--- src/rtl/bso_pkg.sv ---
// shared types for the box/sphere overlap test pipeline
`default_nettype none

package bso_pkg;

	// pair kind carried with every beat
	typedef enum logic [1:0] {
		CMD_BOX_BOX    = 2'd0,
		CMD_SPHERE     = 2'd1,
		CMD_BOX_SPHERE = 2'd2
	} cmd_t;

endpackage

`default_nettype wire

--- src/rtl/bso_prep.sv ---
// stages 1 and 2: absolute offsets, box-box compare, multiplier operand select
`default_nettype none

module bso_prep import bso_pkg::*; #(
	parameter int COORD_BITS = 24
) (
	input  logic                         clk,
	input  logic                         arst_n,
	input  logic                         in_valid,
	output logic                         in_stall,
	input  logic [1:0]                   command,
	input  logic signed [COORD_BITS-1:0] first_x,
	input  logic signed [COORD_BITS-1:0] first_y,
	input  logic signed [COORD_BITS-1:0] first_z,
	input  logic signed [COORD_BITS-1:0] second_x,
	input  logic signed [COORD_BITS-1:0] second_y,
	input  logic signed [COORD_BITS-1:0] second_z,
	input  logic [COORD_BITS-2:0]        first_ext_x,
	input  logic [COORD_BITS-2:0]        first_ext_y,
	input  logic [COORD_BITS-2:0]        first_ext_z,
	input  logic [COORD_BITS-2:0]        second_ext_x,
	input  logic [COORD_BITS-2:0]        second_ext_y,
	output logic                         out_valid,
	input  logic                         out_stall,
	output logic                         sphere_test,
	output logic                         bb_hit,
	output logic [COORD_BITS:0]          mag_x,
	output logic [COORD_BITS:0]          mag_y,
	output logic [COORD_BITS:0]          mag_z,
	output logic [COORD_BITS:0]          radius
);

	localparam int MW = COORD_BITS + 1;

	function automatic logic [MW-1:0] abs_diff(input logic signed [COORD_BITS-1:0] a,
			input logic signed [COORD_BITS-1:0] b);
		logic signed [MW-1:0] d;
		d = MW'(a) - MW'(b);
		return d[MW-1] ? $unsigned(-d) : $unsigned(d);
	endfunction

	// stage 1 registers
	logic                  v_s1;
	cmd_t                  cmd_s1;
	logic [MW-1:0]         ax_s1, ay_s1, az_s1;
	logic [COORD_BITS-2:0] fex_s1, fey_s1, fez_s1, sex_s1, sey_s1;

	// stage 2 registers
	logic                  v_s2;
	logic                  sph_s2, bb_s2;
	logic [MW-1:0]         mx_s2, my_s2, mz_s2, r_s2;

	logic adv1, adv2;

	assign adv2     = !v_s2 || !out_stall;
	assign adv1     = !v_s1 || adv2;
	assign in_stall = !adv1;

	always_ff @(posedge clk or negedge arst_n) begin
		if (!arst_n) begin
			v_s1 <= 1'b0;
			v_s2 <= 1'b0;
		end else begin
			if (adv1) begin
				v_s1 <= in_valid;
			end
			if (adv2) begin
				v_s2 <= v_s1;
			end
		end
	end

	always_ff @(posedge clk) begin
		if (adv1 && in_valid) begin
			cmd_s1 <= cmd_t'(command);
			ax_s1  <= abs_diff(first_x, second_x);
			ay_s1  <= abs_diff(first_y, second_y);
			az_s1  <= abs_diff(first_z, second_z);
			fex_s1 <= first_ext_x;
			fey_s1 <= first_ext_y;
			fez_s1 <= first_ext_z;
			sex_s1 <= second_ext_x;
			sey_s1 <= second_ext_y;
		end
	end

	// stage 2 logic
	logic [COORD_BITS-1:0] sum_x, sum_y;
	logic [MW-1:0]         ex, ey, ez;
	logic                  sph_d, bb_d;
	logic [MW-1:0]         mx_d, my_d, mz_d, r_d;

	always_comb begin
		sum_x = COORD_BITS'(fex_s1) + COORD_BITS'(sex_s1);
		sum_y = COORD_BITS'(fey_s1) + COORD_BITS'(sey_s1);
		// distance past the box face, zero inside
		ex = (ax_s1 > MW'(fex_s1)) ? ax_s1 - MW'(fex_s1) : '0;
		ey = (ay_s1 > MW'(fey_s1)) ? ay_s1 - MW'(fey_s1) : '0;
		ez = (az_s1 > MW'(fez_s1)) ? az_s1 - MW'(fez_s1) : '0;
		sph_d = 1'b0;
		bb_d  = 1'b0;
		mx_d  = '0;
		my_d  = '0;
		mz_d  = '0;
		r_d   = '0;
		unique case (cmd_s1)
			CMD_BOX_BOX: begin
				bb_d = (ax_s1 <= MW'(sum_x)) && (ay_s1 <= MW'(sum_y));
			end
			CMD_SPHERE: begin
				sph_d = 1'b1;
				mx_d  = ax_s1;
				my_d  = ay_s1;
				mz_d  = az_s1;
				r_d   = MW'(sum_x);
			end
			CMD_BOX_SPHERE: begin
				sph_d = 1'b1;
				mx_d  = ex;
				my_d  = ey;
				mz_d  = ez;
				r_d   = MW'(sex_s1);
			end
			default: begin
				sph_d = 1'b0;
				bb_d  = 1'b0;
			end
		endcase
	end

	always_ff @(posedge clk) begin
		if (adv2 && v_s1) begin
			sph_s2 <= sph_d;
			bb_s2  <= bb_d;
			mx_s2  <= mx_d;
			my_s2  <= my_d;
			mz_s2  <= mz_d;
			r_s2   <= r_d;
		end
	end

	assign out_valid   = v_s2;
	assign sphere_test = sph_s2;
	assign bb_hit      = bb_s2;
	assign mag_x       = mx_s2;
	assign mag_y       = my_s2;
	assign mag_z       = mz_s2;
	assign radius      = r_s2;

endmodule

`default_nettype wire

--- config.mk ---
export PLATFORM = sky130hd
export DESIGN_NAME = bso_prep
export DESIGN_NICKNAME = d
export VERILOG_FILES = /design/src/rtl/bso_pkg.sv /design/src/rtl/bso_prep.sv
export SDC_FILE = /design/constraint.sdc
export NUM_CORES = 1
export LEC_CHECK = 0
export BUFFER_PORTS_ARGS = -buffer_cell sky130_fd_sc_hd__buf_2
export CAP_MARGIN = 20
export CORE_UTILIZATION = 28
export DETAILED_ROUTE_END_ITERATION = 6
export HOLD_SLACK_MARGIN = 0.1
export SLEW_MARGIN = 5
export SYNTH_ARGS = -nofsm -noshare
export SYNTH_HDL_FRONTEND = slang
export SYNTH_SLANG_ARGS = --single-unit
--- constraint.sdc ---
create_clock -name clk -period 18.8 [get_ports clk]
set_clock_uncertainty 0.2 [all_clocks]
set_input_delay 3.76 -clock clk [delete_from_list [all_inputs] [get_ports clk]]
set_output_delay 3.76 -clock clk [all_outputs]
set_load 0.02 [all_outputs]
==> results_dict.tcl, run 1 <==
set metrics [dict create \
    status "complete, but fails checks" \
    violations "DRC" \
    cts.hold.buffers_added 0 \
    grt_pass1_vias 17300 \
    design.die.area_mm2 0.0802 \
    drive_gt1_frac 0.180 \
    clock_path_buffers 3 \
    power_frac_clock 0.294 \
    synth.most_common_cell "edfxtp_1" \
    worst_ep_required_time_ns 14.84 \
    p_sw_frac 0.343 \
    async_reset_ff_frac 0.00678 \
    place_ws_ns 10.61 \
    fin_crit_ns 8.19 \
    dr_total_vias 18100 \
    slew_viol_final 0 \
    yosys_warnings 0 \
    place_inst 3619 \
    finalNonFillerCells 3689 \
    fin_ws_ns 10.61 \
    cts_setup_buffers 0 \
    relSlewSlack 0.389 \
    grt_max_degree 139 \
    vias_per_cell 4.90 \
    total_power_mw 2.43 \
    critPathMaxStageDelay_ns 0.15 \
    gp_congestion 0.871 \
    cts-resized-gates 0 \
    numCtsBuffers 38 \
    gr-total-overflow 0 \
    initial_utilization 0.284 \
    switching_power_uw 833 \
    ant_nets 0 \
    cap_violations 0 \
    worst_setup_path_end_kind "primary output" \
    grtUsageTotal 0.155 \
    clk_root_buffer_cell "clkbuf_16" \
    tightest_slew_ns 0.917 \
    portBuffers 367 \
    crit_type "primary input to primary output" \
    path_common_cell "buf_2" \
    syn_area_per_cell_um2 9.86 \
    peakVddDrop_uv 38.7 \
    rsz0062_at_grt "false" \
    io_pins 369 \
    p_comb_frac 0.341 \
    p_int_mw 1.60 \
    wl_per_cell_um 17.4 \
    core_area_mm2 0.0778 \
    seqPwrFrac 0.364 \
    arrival_ns 4.23 \
    syn_inst 2245 \
    fmax_ghz 0.122 \
    drt_iter0_markers 855 \
    setup_tns_ns 0 \
    tritoncts "done" \
    synth_top_area_frac 0.398 \
    antenna_found_initial 8 \
    yosys-top-cells-area "edfxtp_1 (40%), ha_1 (14%), xnor2_1 (5.3%)" \
    htree_levels 2 \
    slowest_stage "buf_2" \
    hold_violations 0 \
    die_w_um 283 \
    leakagePower_nw 11.4 \
    holdCritPathClass "register to register" \
    numClockSinks 295 \
    ys_types 90 \
    ys_ff_latch 295 \
    area_delta_synth_final_pct 19.5 \
    post-route-period-util 0.436 \
    cp-start-kind "primary input" \
    clk_pin_slew_worst_paths_ns 0.05 \
    crit_chain "buf_2 -> nand3_1 -> inv_1 -> buf_2" \
    detailed_place_hpwl_um 51400 \
    die_h_um 283 \
    fin_nets 3136 \
    drt_drc_violations_left 1 \
    clk_latency_ns 0.55 \
    yosysTopAreaCell "edfxtp_1" \
    synthFlopType "edfxtp_1" \
    cp_max_fo 3 \
    synth_common_cells "edfxtp_1 (293), ha_1 (241), inv_1 (213)" \
    powerDensity_mw_per_mm2 91.9 \
    first_pass_iters 7 \
    yosysSeqAreaShare 0.400 \
    grt_pass1_wl_um 97100 \
    synth_fp_nets 2759 \
    syn_area_mm2 0.0221 \
    wl_um 64200 \
    setup_viol 0 \
    fp-row-count 102 \
    synth-edff-count 293 \
]
cells by family (layout without fill, tap and decap cells):
group,count (synthesis),after routing,synth area share
simple gates,533,533,0.119
fa+ha+maj,249,249,0.143
other cells,1,2,0.000169
mux,8,8,0.00373
compound gates,692,692,0.206
flops,295,295,0.400
xor+xnor,213,213,0.0843
buf+inv,254,657,0.0433
state kept, by name, summed over array words and instances, names as in the netlist:
| signal | flops |
|---|---|
| sphere_test | 1 |
| cmd_s1 | 2 |
| ay_s1 | 25 |
| radius | 24 |
| fez_s1 | 23 |
| mag_z | 25 |
| v_s1 | 1 |
| mag_x | 25 |
| mag_y | 25 |
| az_s1 | 25 |
| ax_s1 | 25 |
| out_valid | 1 |
| fex_s1 | 23 |
| sey_s1 | 23 |
| bb_hit | 1 |
| fey_s1 | 23 |
| sex_s1 | 23 |
power groups by stage:
stage / registers, mW / logic [mW] / clock network [mW]
after global placement: 0.902 / 0.818 / 0
after floorplan: 0.904 / 0.594 / 0
after detailed placement: 0.901 / 0.826 / 0
after CTS: 0.888 / 0.830 / 0.741
final: 0.886 / 0.830 / 0.715
after global routing: 0.893 / 0.929 / 0.764
critical path, delay by kind of cell:
family                 cells  cell delay (ns)
buffers and inverters      3             0.34
AND/OR/NAND/NOR            1             0.12
cell type report:
cell class / count / area [um^2]
clock inverters: 23 / 216
well taps: 1040 / 1300
multi-input cells: 1696 / 12300
clock buffers: 43 / 991
fillers: 8017 / 51400
flip-flops and latches: 295 / 8850
inverters: 213 / 800
repair buffers: 378 / 1950
diodes: 1 / 2.50
metal layers:
layer / vias up / wire length (um) / global-route usage
li1: 9077 / - / -
met5: - / 43 / 0
met3: 96 / 3650 / 0.0273
met2: 502 / 30400 / 0.262
met1: 8398 / 28400 / 0.201
met4: 6 / 1690 / 0.0445
cells in the final DEF (no fill, tap or decap), types with 37 or more instances in the layout:
| cell | count |
|---|---|
| inv_1 | 213 |
| o21a_1 | 37 |
| nor3_1 | 47 |
| buf_2 | 367 |
| xor2_1 | 80 |
| edfxtp_1 | 293 |
| nand2_1 | 156 |
| xnor2_1 | 133 |
| ha_1 | 241 |
| nor2_1 | 126 |
| o21ai_0 | 175 |
| a21oi_1 | 153 |
| clkbuf_16 | 39 |
| a21o_1 | 90 |
path summary, 6_finish.rpt:
kind	start	end	slack, ns	cells after the start
setup / recovery	out_stall	in_stall	10.61	4
hold / removal	v_s1$_DFFE_PN0N_	out_valid$_DFFE_PN0P_	0.28	1
setup reg to reg	fey_s1[0]$_DFFE_PP_	bb_hit$_SDFFCE_PP0P_	13.50	19
hold reg to reg	v_s1$_DFFE_PN0N_	out_valid$_DFFE_PN0P_	0.28	1
max in group asynchronous	arst_n	out_valid$_DFFE_PN0P_	15.51	1
min in group asynchronous	arst_n	v_s1$_DFFE_PN0N_	2.80	1
metrics by stage:
step | cell area, um^2 | util | hold WS, ns
after floorplan | 22100 | - | 0.243
after global routing | 26500 | 0.340 | 0.317
after global placement | 25200 | 0.324 | 0.268
after detailed placement | 25200 | 0.324 | 0.278
final | 26500 | 0.340 | 0.282
after CTS | 26400 | 0.339 | 0.290
No activity file was read; power rests on OpenSTA's default activity.
==> run 2, diff against run 1 <==
ABC_AREA = 1   (was unset)
clock period = 6.7 ns   (was 18.8 ns; I/O delays follow)
==> results_dict.tcl, run 2 <==
set metrics [dict create \
    synth_top_family_by_area "simple AND/OR/NAND/NOR gates" \
    tightest_slew_ns 1.09 \
    tritoncts "done" \
    finish.utilization 0.333 \
    syn_inst 3473 \
    powerDensity_mw_per_mm2 253 \
    arrival_ns 4.89 \
    fin_nets 4369 \
    synthFlopType "edfxtp_1" \
    synth-simple-area-share 0.281 \
    cts.hold.buffers_added 0 \
    p_comb_frac 0.384 \
    path_common_cell "nand2_1" \
    p_sw_frac 0.395 \
    ys_ff_latch 295 \
    seqPwrFrac 0.336 \
    setup_tns_ns 0 \
    yosys-top-cells-area "edfxtp_1 (34%), nand2_1 (14%), ha_1 (12%)" \
    p_int_mw 4.59 \
    ys_types 55 \
    fin_crit_ns 4.67 \
    numCtsBuffers 39 \
    min_from "v_s1$_DFFE_PN0N_" \
    yosysTopAreaCell "edfxtp_1" \
    layout_commonest_cell "nand2_1" \
    rsz0062_at_grt "false" \
    post-route-period-util 0.696 \
    synth-edff-count 293 \
    hold_violations 0 \
    worst_setup_path_end_kind "register" \
    async_reset_ff_frac 0.00678 \
    crit_chain "ha_1 -> fa_1 -> a21oi_1 -> o21bai_1 -> nand2_1 -> nand2_1 -> a21oi_1 -> o21ai_1 -> nand2_1 -> nand2_1 -> nand2_1 -> nand2_1 -> ha_1 -> nand4_1 -> inv_1 -> nand3_1 -> o41ai_1 -> nand2_1 -> nor2_1" \
    fmax_ghz 0.214 \
    cp_max_fo 4 \
    synth_fa_ha_area_frac 0.124 \
    finalNonFillerCells 5062 \
    numClockSinks 295 \
    cp-start-kind "register" \
    place_inst 4990 \
    power_frac_clock 0.281 \
    synth-xor-area-share 0.0347 \
    cap_violations 0 \
    gp_congestion 0.947 \
    drt_drc_violations_left 0 \
    grt_max_degree 117 \
    gr-total-overflow 0 \
    cts_setup_buffers 0 \
    setup_viol 0 \
    clk_pin_slew_worst_paths_ns 0.06 \
    yosys-mux-area-fraction 0 \
    slew_viol_final 0 \
    synth_common_cells "nand2_1 (945), inv_1 (566), edfxtp_1 (293)" \
    switching_power_mw 3.00 \
    wl_um 84300 \
    vias_per_cell 4.76 \
    dr_total_vias 24100 \
    yosysSeqAreaShare 0.347 \
    cts-resized-gates 0 \
    critPathMaxStageDelay_ns 0.59 \
    r2r_start "fex_s1[0]$_DFFE_PP_" \
    clk_latency_ns 0.57 \
    holdCritPathClass "register to register" \
    die_w_um 304 \
    synth-compound-area-share 0.121 \
    leakagePower_nw 14.5 \
    clock_path_buffers 3 \
    drt_iter0_markers 1575 \
    die_h_um 304 \
    fp-row-count 110 \
    antennaDiodeCount 0 \
    ant_nets 0 \
    antenna_found_initial 10 \
    core_area_mm2 0.0901 \
    io_pins 369 \
    crit_type "register to register" \
    syn_area_per_cell_um2 7.35 \
    synth_fp_nets 3987 \
    synth.most_common_cell "nand2_1" \
    slowest_stage "o41ai_1" \
    grtUsageTotal 0.178 \
    clk_root_buffer_cell "clkbuf_16" \
    initial_utilization 0.283 \
    detailed_place_hpwl_um 69600 \
    worst_ep_required_time_ns 6.92 \
    peakVddDrop_uv 137 \
    grt_pass1_wl_um 129000 \
    design.die.area_mm2 0.0923 \
    final_cell_mix "nand2_1 (944), inv_1 (563), buf_2 (367)" \
    grt_pass1_vias 23300 \
    syn_area_mm2 0.0255 \
    portBuffers 367 \
    area_delta_synth_final_pct 17.7 \
    wl_per_cell_um 16.7 \
    yosys_warnings 0 \
    crit_start "fex_s1[0]$_DFFE_PP_" \
    relSlewSlack 0.271 \
    synth_top_area_frac 0.345 \
    htree_levels 2 \
    drive_gt1_frac 0.145 \
    status "finished, final reports clean" \
    first_pass_iters 5 \
]
-- run 2: changes by cell type after synthesis, moves of 30 or more --
| cell | before | now |
|---|---|---|
| nand2_1 | 156 | 945 |
| inv_1 | 213 | 566 |
| nand3_1 | 26 | 228 |
| nor2_1 | 126 | 254 |
| xnor2_1 | 133 | 36 |
| a21oi_1 | 153 | 234 |
| a21o_1 | 90 | 18 |
| nand2_2 | 0 | 37 |
| nor2b_1 | 30 | 0 |
| o21a_1 | 37 | 7 |
-- run 2: final timing paths --
path / to / slack, ns / cells after the start
max reg2reg: bb_hit$_SDFFCE_PP0P_ / 2.03 / 19
min reg2reg: out_valid$_DFFE_PN0P_ / 0.29 / 2
min: out_valid$_DFFE_PN0P_ / 0.29 / 2
min in group asynchronous: out_valid$_DFFE_PN0P_ / 0.38 / 1
max in group asynchronous: v_s1$_DFFE_PN0N_ / 5.82 / 1
max: bb_hit$_SDFFCE_PP0P_ / 2.03 / 19
-- run 2: cells by family (layout without fill, tap and decap cells) --
kind of cell | after synthesis | count (layout)
buffers and inverters | 611 | 1024
AOI/OAI and AO/OA | 555 | 555
other | 1 | 1
DFF | 295 | 295
xor gates and xnor gates | 101 | 101
and+or+nand+nor | 1661 | 1661
adders and majority gates | 249 | 249
-- run 2: worst max-delay path, delay by kind of cell (launching register included) --
family / cells / cell delay [ns]
AO/OA/AOI/OAI: 5 / 1.48
AND/OR/NAND/NOR: 10 / 1.21
adder cells (fa/ha/maj): 3 / 1.03
flip-flops: 1 / 0.40
buffers and inverters: 1 / 0.17
-- run 2: per-layer routing --
| layer | part of all wire | up-vias | GRT usage |
|---|---|---|---|
| li1 | - | 12300 | - |
| met4 | 0.032 | 16 | 0.0580 |
| met2 | 0.47 | 629 | 0.307 |
| met5 | 0.0012 | - | 0 |
| met1 | 0.44 | 11100 | 0.226 |
| met3 | 0.054 | 141 | 0.0290 |
-- run 2: layout make-up --
type                    count  area, um^2
repair buffers            375        1900
fillers                  9729       60100
inverters                 577        2180
multi-input cells        2567       14300
well taps                1176        1470
clock buffers              46        1020
flip-flops and latches    295        8850
clock inverters            26         284
-- run 2: per-stage QoR --
stage	instance area [um^2]	hold slack [ns]	setup WS, ns	total power, mW
finish	30000	0.291	2.03	7.60
global route	30000	0.322	1.58	8.10
CTS	30000	0.298	1.87	7.66
detailed placement	28700	0.285	1.91	5.49
global placement	28700	0.282	1.90	5.47
floorplan	25500	0.243	0.584	4.57
-- run 2: power by group through the flow --
stage	logic, mW	registers [mW]	clock network, mW
2_1_floorplan	1.97	2.60	0
4_1_cts	2.92	2.55	2.19
3_5_place_dp	2.90	2.59	0
6_report	2.92	2.55	2.13
3_3_place_gp	2.88	2.59	0
5_1_grt	3.29	2.57	2.24
